<file path="config.mk">
export PLATFORM = sky130hd
export DESIGN_NAME = nearest_neighbor_select_collide_flat
export DESIGN_NICKNAME = d
export VERILOG_FILES = /design/src/hdl/nns_pkg.sv /design/src/hdl/nns_if.sv /design/src/hdl/nns_dist.sv /design/src/hdl/nns_cell.sv /design/src/hdl/nearest_neighbor_select_collide.sv /design/src/flat_wrapper.sv
export SDC_FILE = /design/constraint.sdc
export NUM_CORES = 2
export LEC_CHECK = 0
export BUFFER_PORTS_ARGS = -buffer_cell sky130_fd_sc_hd__buf_2
export CORE_UTILIZATION = 30
export DETAILED_ROUTE_END_ITERATION = 7
export GPL_ROUTABILITY_DRIVEN = 0
export MAX_ROUTING_LAYER = met4
export SLEW_MARGIN = 30
export SYNTH_ARGS = -nofsm -noshare
export SYNTH_HDL_FRONTEND = slang
export SYNTH_SLANG_ARGS = --single-unit
</file>
<file path="constraint.sdc">
create_clock -name clk -period 7.7 [get_ports clk]
set_clock_uncertainty 0.2 [all_clocks]
set_input_delay 0.77 -clock clk [delete_from_list [all_inputs] [get_ports clk]]
set_output_delay 0.77 -clock clk [all_outputs]
set_load 0.05 [all_outputs]
</file>
<file path="src/hdl/nns_pkg.sv">
// Shared types, widths and codes of the nearest-neighbor select and collide block.
`timescale 1ns / 1ps

package nns_pkg;

  localparam int DIST_W      = 34;
  localparam int COORD_W     = 16;
  localparam int INDEX_W     = 8;
  localparam int RANK_W      = 3;
  localparam int CFG_INDEX_W = 1;
  localparam int MAX_AGENTS  = 256;

  localparam logic OP_QUERY     = 1'b0;
  localparam logic OP_CANDIDATE = 1'b1;

  localparam logic KIND_NEIGHBOR = 1'b0;
  localparam logic KIND_CRASH    = 1'b1;

  localparam logic [CFG_INDEX_W-1:0] REG_COLLISION_RADIUS_SQ = 1'b0;
  localparam logic [CFG_INDEX_W-1:0] REG_FAR_LIMIT_SQ        = 1'b1;

  localparam logic [DIST_W-1:0] COLLISION_RADIUS_SQ_RESET = 34'd25600;
  localparam logic [DIST_W-1:0] FAR_LIMIT_SQ_RESET        = 34'd460800000;

  typedef logic [DIST_W-1:0] dist_t;

  typedef struct packed {
    dist_t              sq_dist;
    logic [INDEX_W-1:0] id;
    logic               valid;
  } slot_t;

  typedef struct packed {
    logic load;
    logic insert;
    logic shift_up;
  } cell_ctrl_t;

endpackage

</file>
<file path="src/hdl/nns_if.sv">
// Handshake channels for points, results and register writes.
`timescale 1ns / 1ps

interface nns_point_if;
  import nns_pkg::*;
  logic                      valid;
  logic                      ready;
  logic                      operation;
  logic signed [COORD_W-1:0] point_x;
  logic signed [COORD_W-1:0] point_y;
  logic [INDEX_W-1:0]        point_index;
  logic                      point_alive;
  logic                      point_predator;
  logic                      last_point;

  modport source (output valid, operation, point_x, point_y, point_index, point_alive,
                  point_predator, last_point, input ready);
  modport sink (input valid, operation, point_x, point_y, point_index, point_alive,
                point_predator, last_point, output ready);
endinterface

interface nns_result_if;
  import nns_pkg::*;
  logic               valid;
  logic               ready;
  logic               kind;
  logic [RANK_W-1:0]  rank;
  logic [INDEX_W-1:0] neighbor_index;
  logic [DIST_W-1:0]  dist_sq;
  logic               slot_valid;
  logic               last_result;

  modport source (output valid, kind, rank, neighbor_index, dist_sq, slot_valid, last_result,
                  input ready);
  modport sink (input valid, kind, rank, neighbor_index, dist_sq, slot_valid, last_result,
                output ready);
endinterface

interface nns_cfg_if;
  import nns_pkg::*;
  logic                   valid;
  logic                   ready;
  logic [CFG_INDEX_W-1:0] index;
  logic [DIST_W-1:0]      data;

  modport source (output valid, index, data, input ready);
  modport sink (input valid, index, data, output ready);
endinterface

</file>
<file path="src/hdl/nns_dist.sv">
// Two-stage squared-difference pipeline for the x and y coordinates.
`timescale 1ns / 1ps

module nns_dist (
  input  logic                               clk,
  input  logic                               en,
  input  logic signed [nns_pkg::COORD_W-1:0] point_x,
  input  logic signed [nns_pkg::COORD_W-1:0] point_y,
  input  logic signed [nns_pkg::COORD_W-1:0] self_x,
  input  logic signed [nns_pkg::COORD_W-1:0] self_y,
  output nns_pkg::dist_t                     sq_x,
  output nns_pkg::dist_t                     sq_y
);
  import nns_pkg::*;

  logic signed [COORD_W:0] dx;
  logic signed [COORD_W:0] dy;
  logic [COORD_W:0]        ax;
  logic [COORD_W:0]        ay;

  assign dx = {point_x[COORD_W-1], point_x} - {self_x[COORD_W-1], self_x};
  assign dy = {point_y[COORD_W-1], point_y} - {self_y[COORD_W-1], self_y};

  always_ff @(posedge clk) begin
    if (en) begin
      ax   <= dx[COORD_W] ? (COORD_W+1)'(-dx) : (COORD_W+1)'(dx);
      ay   <= dy[COORD_W] ? (COORD_W+1)'(-dy) : (COORD_W+1)'(dy);
      sq_x <= DIST_W'(ax) * DIST_W'(ax);
      sq_y <= DIST_W'(ay) * DIST_W'(ay);
    end
  end

endmodule

</file>
<file path="src/hdl/nns_cell.sv">
// One slot of the sorted neighbor chain: load, compare, insert, shift down or drain up.
`timescale 1ns / 1ps

module nns_cell (
  input  logic                clk,
  input  logic                rst,
  input  nns_pkg::cell_ctrl_t ctrl,
  input  nns_pkg::dist_t      far_limit_sq,
  input  nns_pkg::slot_t      new_slot,
  input  nns_pkg::slot_t      prev_slot,
  input  logic                prev_lt,
  input  nns_pkg::slot_t      next_slot,
  output nns_pkg::slot_t      slot,
  output logic                lt
);
  import nns_pkg::*;

  assign lt = new_slot.sq_dist < slot.sq_dist;

  always_ff @(posedge clk) begin
    if (rst) begin
      slot.valid <= 1'b0;
    end else if (ctrl.load) begin
      slot.sq_dist <= far_limit_sq;
      slot.id      <= '0;
      slot.valid   <= 1'b0;
    end else if (ctrl.shift_up) begin
      slot <= next_slot;
    end else if (ctrl.insert) begin
      if (prev_lt) begin
        slot <= prev_slot;
      end else if (lt) begin
        slot <= new_slot;
      end
    end
  end

endmodule

</file>
<file path="src/hdl/nearest_neighbor_select_collide.sv">
// Top level: point pipeline, neighbor cell chain, result register and registers.
// A taken candidate passes the registered point pipeline, then updates the chain.
// Throughput: one point beat per cycle, held off by a drain or a stalled crash.
// After the last candidate the list drains through cell 0 in NEIGHBORS result beats,
// and no point beat is taken during that drain; a crash result takes one beat.
// Reset is synchronous: registers return to their defaults and no query is open.
`timescale 1ns / 1ps

module nearest_neighbor_select_collide #(
  parameter int NEIGHBORS = 5
) (
  input  logic clk,
  input  logic rst,
  nns_point_if.sink    points,
  nns_result_if.source results,
  nns_cfg_if.sink      cfg
);
  import nns_pkg::*;

  localparam int CNT_W = (NEIGHBORS > 1) ? $clog2(NEIGHBORS) : 1;
  localparam logic [CNT_W-1:0] LAST_RANK = CNT_W'(NEIGHBORS - 1);

  dist_t collision_radius_sq;
  dist_t far_limit_sq;

  logic signed [COORD_W-1:0] self_x;
  logic signed [COORD_W-1:0] self_y;
  logic [INDEX_W-1:0]        self_id;
  logic                      self_pred;

  logic               v1, op1, skip1, prey1, last1;
  logic [INDEX_W-1:0] idx1;
  logic               v2, op2, skip2, prey2, last2;
  logic [INDEX_W-1:0] idx2;

  dist_t sq_x;
  dist_t sq_y;
  dist_t d;

  logic             query_open;
  logic             draining;
  logic [CNT_W-1:0] drain_rank;

  logic advance, accept, cand2, use2, crash;
  logic crash_fire, insert, close_last, load, drain_fire;

  logic               out_valid;
  logic               out_kind;
  logic [RANK_W-1:0]  out_rank;
  logic [INDEX_W-1:0] out_index;
  dist_t              out_dist;
  logic               out_slot_valid;
  logic               out_last;

  slot_t      new_slot;
  cell_ctrl_t ctrl;
  slot_t      slots     [NEIGHBORS];
  logic       lts       [NEIGHBORS];
  slot_t      prev_slot [NEIGHBORS];
  logic       prev_lt   [NEIGHBORS];
  slot_t      next_slot [NEIGHBORS];

  assign cfg.ready = 1'b1;

  always_ff @(posedge clk) begin
    if (rst) begin
      collision_radius_sq <= COLLISION_RADIUS_SQ_RESET;
      far_limit_sq        <= FAR_LIMIT_SQ_RESET;
    end else if (cfg.valid) begin
      unique case (cfg.index)
        REG_COLLISION_RADIUS_SQ: collision_radius_sq <= cfg.data;
        REG_FAR_LIMIT_SQ:        far_limit_sq        <= cfg.data;
        default: ;
      endcase
    end
  end

  assign d          = sq_x + sq_y;
  assign cand2      = v2 && (op2 == OP_CANDIDATE) && query_open;
  assign use2       = cand2 && !skip2;
  assign crash      = use2 && prey2 && (d < collision_radius_sq);
  assign advance    = !draining && !(crash && out_valid && !results.ready);
  assign accept     = points.valid && advance;
  assign crash_fire = crash && advance;
  assign insert     = use2 && !crash && advance;
  assign close_last = cand2 && last2 && !crash && advance;
  assign load       = v2 && (op2 == OP_QUERY) && advance;
  assign drain_fire = draining && (!out_valid || results.ready);

  assign points.ready = advance;

  always_ff @(posedge clk) begin
    if (rst) begin
      self_x    <= '0;
      self_y    <= '0;
      self_id   <= '0;
      self_pred <= 1'b0;
    end else if (accept && (points.operation == OP_QUERY)) begin
      self_x    <= points.point_x;
      self_y    <= points.point_y;
      self_id   <= points.point_index;
      self_pred <= points.point_predator;
    end
  end

  always_ff @(posedge clk) begin
    if (rst) begin
      v1 <= 1'b0;
      v2 <= 1'b0;
    end else if (advance) begin
      v1 <= accept;
      v2 <= v1;
    end
  end

  always_ff @(posedge clk) begin
    if (advance) begin
      op1   <= points.operation;
      idx1  <= points.point_index;
      skip1 <= !points.point_alive || (points.point_index == self_id) ||
               !(int'(points.point_index) < MAX_AGENTS);
      prey1 <= points.point_predator && !self_pred;
      last1 <= points.last_point;
      op2   <= op1;
      idx2  <= idx1;
      skip2 <= skip1;
      prey2 <= prey1;
      last2 <= last1;
    end
  end

  nns_dist u_dist (
    .clk     (clk),
    .en      (advance),
    .point_x (points.point_x),
    .point_y (points.point_y),
    .self_x  (self_x),
    .self_y  (self_y),
    .sq_x    (sq_x),
    .sq_y    (sq_y)
  );

  assign new_slot.sq_dist = d;
  assign new_slot.id      = idx2;
  assign new_slot.valid   = 1'b1;

  assign ctrl.load     = load;
  assign ctrl.insert   = insert;
  assign ctrl.shift_up = drain_fire;

  for (genvar i = 0; i < NEIGHBORS; i++) begin : g_chain
    if (i == 0) begin : g_head
      assign prev_slot[i] = '0;
      assign prev_lt[i]   = 1'b0;
    end else begin : g_body
      assign prev_slot[i] = slots[i-1];
      assign prev_lt[i]   = lts[i-1];
    end
    if (i == NEIGHBORS - 1) begin : g_tail
      assign next_slot[i] = '0;
    end else begin : g_inner
      assign next_slot[i] = slots[i+1];
    end

    nns_cell u_cell (
      .clk          (clk),
      .rst          (rst),
      .ctrl         (ctrl),
      .far_limit_sq (far_limit_sq),
      .new_slot     (new_slot),
      .prev_slot    (prev_slot[i]),
      .prev_lt      (prev_lt[i]),
      .next_slot    (next_slot[i]),
      .slot         (slots[i]),
      .lt           (lts[i])
    );
  end

  always_ff @(posedge clk) begin
    if (rst) begin
      query_open <= 1'b0;
      draining   <= 1'b0;
      drain_rank <= '0;
    end else begin
      if (load) begin
        query_open <= 1'b1;
      end else if (crash_fire || close_last) begin
        query_open <= 1'b0;
      end
      if (close_last) begin
        draining   <= 1'b1;
        drain_rank <= '0;
      end else if (drain_fire) begin
        if (drain_rank == LAST_RANK) begin
          draining <= 1'b0;
        end
        drain_rank <= drain_rank + 1'b1;
      end
    end
  end

  always_ff @(posedge clk) begin
    if (rst) begin
      out_valid <= 1'b0;
    end else if (crash_fire || drain_fire) begin
      out_valid <= 1'b1;
    end else if (results.ready) begin
      out_valid <= 1'b0;
    end
  end

  always_ff @(posedge clk) begin
    if (crash_fire) begin
      out_kind       <= KIND_CRASH;
      out_rank       <= '0;
      out_index      <= idx2;
      out_dist       <= d;
      out_slot_valid <= 1'b1;
      out_last       <= 1'b1;
    end else if (drain_fire) begin
      out_kind       <= KIND_NEIGHBOR;
      out_rank       <= RANK_W'(drain_rank);
      out_index      <= slots[0].valid ? slots[0].id : '0;
      out_dist       <= slots[0].sq_dist;
      out_slot_valid <= slots[0].valid;
      out_last       <= (drain_rank == LAST_RANK);
    end
  end

  assign results.valid          = out_valid;
  assign results.kind           = out_kind;
  assign results.rank           = out_rank;
  assign results.neighbor_index = out_index;
  assign results.dist_sq        = out_dist;
  assign results.slot_valid     = out_slot_valid;
  assign results.last_result    = out_last;

  a_drain_blocks_points: assert property (@(posedge clk) disable iff (rst)
    close_last |=> draining && !points.ready)
    else $error("drain started without holding off point beats");

  a_single_source: assert property (@(posedge clk) disable iff (rst)
    crash_fire |-> !drain_fire)
    else $error("crash and ranked result loaded in the same cycle");

  a_crash_closes: assert property (@(posedge clk) disable iff (rst)
    crash_fire |=> !query_open && results.valid && results.last_result)
    else $error("crash result did not close the query");

  a_drain_ends: assert property (@(posedge clk) disable iff (rst)
    (drain_fire && (drain_rank == LAST_RANK)) |=> !draining)
    else $error("drain ran past the last rank");

endmodule

</file>
<file path="src/flat_wrapper.sv">
// flat-port wrapper written by rule: the top's interface ports become plain ports
module nearest_neighbor_select_collide_flat import nns_pkg::*;
#(
  parameter int NEIGHBORS = 5
)
  (clk, rst, points_valid, points_operation, points_point_x, points_point_y, points_point_index, points_point_alive, points_point_predator, points_last_point, points_ready, results_valid, results_kind, results_rank, results_neighbor_index, results_dist_sq, results_slot_valid, results_last_result, results_ready, cfg_valid, cfg_index, cfg_data, cfg_ready);
  nns_point_if points_i ();
  nns_result_if results_i ();
  nns_cfg_if cfg_i ();
  input  logic clk;
  input  logic rst;
  input wire logic [$bits(points_i.valid)-1:0] points_valid;
  input wire logic [$bits(points_i.operation)-1:0] points_operation;
  input wire logic [$bits(points_i.point_x)-1:0] points_point_x;
  input wire logic [$bits(points_i.point_y)-1:0] points_point_y;
  input wire logic [$bits(points_i.point_index)-1:0] points_point_index;
  input wire logic [$bits(points_i.point_alive)-1:0] points_point_alive;
  input wire logic [$bits(points_i.point_predator)-1:0] points_point_predator;
  input wire logic [$bits(points_i.last_point)-1:0] points_last_point;
  output wire logic [$bits(points_i.ready)-1:0] points_ready;
  output wire logic [$bits(results_i.valid)-1:0] results_valid;
  output wire logic [$bits(results_i.kind)-1:0] results_kind;
  output wire logic [$bits(results_i.rank)-1:0] results_rank;
  output wire logic [$bits(results_i.neighbor_index)-1:0] results_neighbor_index;
  output wire logic [$bits(results_i.dist_sq)-1:0] results_dist_sq;
  output wire logic [$bits(results_i.slot_valid)-1:0] results_slot_valid;
  output wire logic [$bits(results_i.last_result)-1:0] results_last_result;
  input wire logic [$bits(results_i.ready)-1:0] results_ready;
  input wire logic [$bits(cfg_i.valid)-1:0] cfg_valid;
  input wire logic [$bits(cfg_i.index)-1:0] cfg_index;
  input wire logic [$bits(cfg_i.data)-1:0] cfg_data;
  output wire logic [$bits(cfg_i.ready)-1:0] cfg_ready;
  assign points_i.valid = points_valid;
  assign points_i.operation = points_operation;
  assign points_i.point_x = points_point_x;
  assign points_i.point_y = points_point_y;
  assign points_i.point_index = points_point_index;
  assign points_i.point_alive = points_point_alive;
  assign points_i.point_predator = points_point_predator;
  assign points_i.last_point = points_last_point;
  assign points_ready = points_i.ready;
  assign results_valid = results_i.valid;
  assign results_kind = results_i.kind;
  assign results_rank = results_i.rank;
  assign results_neighbor_index = results_i.neighbor_index;
  assign results_dist_sq = results_i.dist_sq;
  assign results_slot_valid = results_i.slot_valid;
  assign results_last_result = results_i.last_result;
  assign results_i.ready = results_ready;
  assign cfg_i.valid = cfg_valid;
  assign cfg_i.index = cfg_index;
  assign cfg_i.data = cfg_data;
  assign cfg_ready = cfg_i.ready;
  nearest_neighbor_select_collide #(.NEIGHBORS(NEIGHBORS)) u_core (.clk(clk), .rst(rst), .points(points_i), .results(results_i), .cfg(cfg_i));
endmodule
</file>
==> metrics.txt <==
R2R setup slack 0.35 ns; Cell Chain, Critical Path inv_1, nor2_1, fa_1, fa_1, fa_1, inv_1, fa_1, fa_1, fa_1, inv_1, ha_1, nand4_1, nor2_1, nand3_1, a311oi_1, o21ai_0, o211ai_1, a31o_2, a21oi_1, xnor2_1; Yosys top cell by area edfxtp_1; Max Cap Viol 0; Clock Sinks 504; flops & latches, synth 504; Hold EP u_core.collision_radius_sq[14]$_SDFFE_PP1P_; antenna violations before repair 14; Required @ worst endpoint 7.90 ns; total gr overflow 0; synth top area cells edfxtp_1, fa_1, ha_1; die width 391.9 um; hold buffer count at CTS 0; post-synthesis sequential area ratio 30.38%; synth-to-layout area growth 11.70%; launch point of the worst reg-to-reg path u_core.u_dist.ay[9]$_DFFE_PN_; total track usage 16.33%; pins over their slew limit 0; Crit. End Element flip-flop; Slew @ Worst Pin 0.9753 ns; IO Port Bufs 133; Inserted Clock Buffers 58; HPWL after DPL 93,490 um; clock tree from TritonCTS yes; routed length per placed instance 17.92 um; WP data arrival 7.55 ns; layout cells sized above 1 8.311%; vias in the first global route 33,901; Mapped Area 0.04560 mm^2; Slew HR 34.54%; Layout Nets 5,691; via count 33,062; final core utilization 33.89%; Syn Inst Count 4,638; post-synth cell types 84; Pre-antenna DRT Iters 5; Crit. path cell count 20; R2R cell count 20; starting density of the core 30.34%; most frequent cells in the layout inv_1, ha_1, nand2_1, fa_1, edfxtp_1; Async SR Flop Fraction 0%; row count 142; critical path's top delay family adder cells; Min-Delay Startpoint cfg_data[14]; Die Height 391.9 um; crit start category flip-flop; Most used DFF post-synth edfxtp_1; DR iter-0 viols 2,449; Vias/cell 4.854; share of the synthesized area in the top cell type 24.76%; setup tns final 0 ns; Max Root-Sink Buffers 3; status finished, final reports clean; minimum clock period 7.348 ns; Clock Latency Late Sink 0.67 ns; Post-synth EDFFs 376; Core Box Area 0.1503 mm^2; DIE AREA 0.1536 mm^2; Fin. Hold Viols 0; Post-Route WL 122,100 um; Worst path slowest cell edfxtp_1; Reg clk slew, reported paths 0.06 ns; reg-to-reg critical path endpoint u_core.u_dist.sq_y[33]$_DFFE_PN_; Yosys warnings 0; critical path's most frequent cell fa_1; RSZ-0062 raised after global routing no; worst-path maximum fanout 14; first-pass GRT wire length 191,500 um; H-tree depth 2; Mapped Avg Cell Area 9.833 um^2; commonest non-fill, non-tap cell in the layout inv_1; Final ANT Viol Nets 0; largest net degree at the start of global routing 84; Max stage delay on crit path 0.80 ns; final setup violation count 0; Post-Syn Nets 5,590; Min-Delay Path Depth 2; Ports 135; HP Class in -> reg; Post-route DRC 0; Crit Path Class reg -> reg; period utilization 95.43%; post_cts resized 0; clock root buffer clkbuf_16; Max Freq 136.1 MHz; Buf+Inv Stages, Crit Path 3; post-CTS setup buffers 0
metrics by stage:
step	std cells	hold slack, ns	cell area [um^2]	setup slack (ns)
6_report	6811	0.1306	50940	0.3521
5_1_grt	6811	0.1037	50940	0.02644
4_1_cts	6805	0.07872	50920	0.5219
3_5_place_dp	6695	0.2062	48910	0.5179
3_3_place_gp	6692	0.2044	48820	0.6154
2_1_floorplan	4638	0.2003	45610	0.5363
flip-flops by register name, summed over array words and instances (netlist names), 8 cells and up:
register / count
u_core.u_dist.sq_x: 33
u_core.u_dist.sq_y: 33
u_core.far_limit_sq: 34
u_core.results.dist_sq: 34
u_core.u_dist.ay: 17
u_core.collision_radius_sq: 34
u_core.self_y: 16
u_core.u_dist.ax: 17
u_core.results.neighbor_index: 8
u_core.idx2: 8
u_core.g_chain.u_cell.slot: 215
u_core.idx1: 8
u_core.self_id: 8
u_core.self_x: 16
how the worst max path moves through the flow:
stage	startpoint	to	slack (ns)
2_1_floorplan	u_core.u_dist.sq_y[3]$_DFFE_PN_	u_core.g_chain[2].u_cell.slot[10]$_DFFE_PP_	0.54
5_1_grt	u_core.u_dist.ay[9]$_DFFE_PN_	u_core.u_dist.sq_y[33]$_DFFE_PN_	0.03
3_5_place_dp	u_core.u_dist.ay[9]$_DFFE_PN_	u_core.u_dist.sq_y[33]$_DFFE_PN_	0.52
6_report	u_core.u_dist.ay[9]$_DFFE_PN_	u_core.u_dist.sq_y[33]$_DFFE_PN_	0.35
3_3_place_gp	u_core.u_dist.ay[9]$_DFFE_PN_	u_core.u_dist.sq_y[33]$_DFFE_PN_	0.62
4_1_cts	u_core.u_dist.ay[9]$_DFFE_PN_	u_core.u_dist.sq_y[33]$_DFFE_PN_	0.52
layout make-up:
class	instances	area, um^2
tap	2016	2522
fill	15288	99370
multi-input combinational	3121	27970
clock buffer	74	1657
timing repair buffer	202	1371
clock inverter	36	352.8
inverter	852	3198
antenna	6	15.01
sequential	504	13850
Yosys cell counts, types with 105 or more instances:
cell type    n
dfxtp_1    128
nand2_1    428
o21ai_0    177
a21oi_1    267
nor2_1     222
mux2i_1    205
inv_1      852
fa_1       389
edfxtp_1   376
ha_1       479
a21o_1     105
clkbuf_1   123
metal layers:
metal	routed length, um	vias up	track usage, %
met5	0	-	-
met4	3117	0	4.119
met3	8268	169	3.219
met2	54850	911	25.27
met1	55840	16148	21.79
li1	-	15834	-
cell families (layout without fill, tap and decap cells):
group / count (synthesis) / count (layout) / share of synthesized area (%)
flip-flops: 504 / 504 / 30.38
AO/OA/AOI/OAI: 861 / 861 / 12.37
XOR/XNOR: 153 / 153 / 3.062
buffers and inverters: 1013 / 1164 / 8.549
AND/OR/NAND/NOR: 1002 / 1002 / 10.16
multiplexers: 236 / 236 / 5.265
adder cells (fa/ha/maj): 868 / 868 / 30.22
other: 1 / 7 / 0.008223
Power is not shown: default switching activity piles up to over one toggle a cycle in this logic, so the estimate is an artifact.
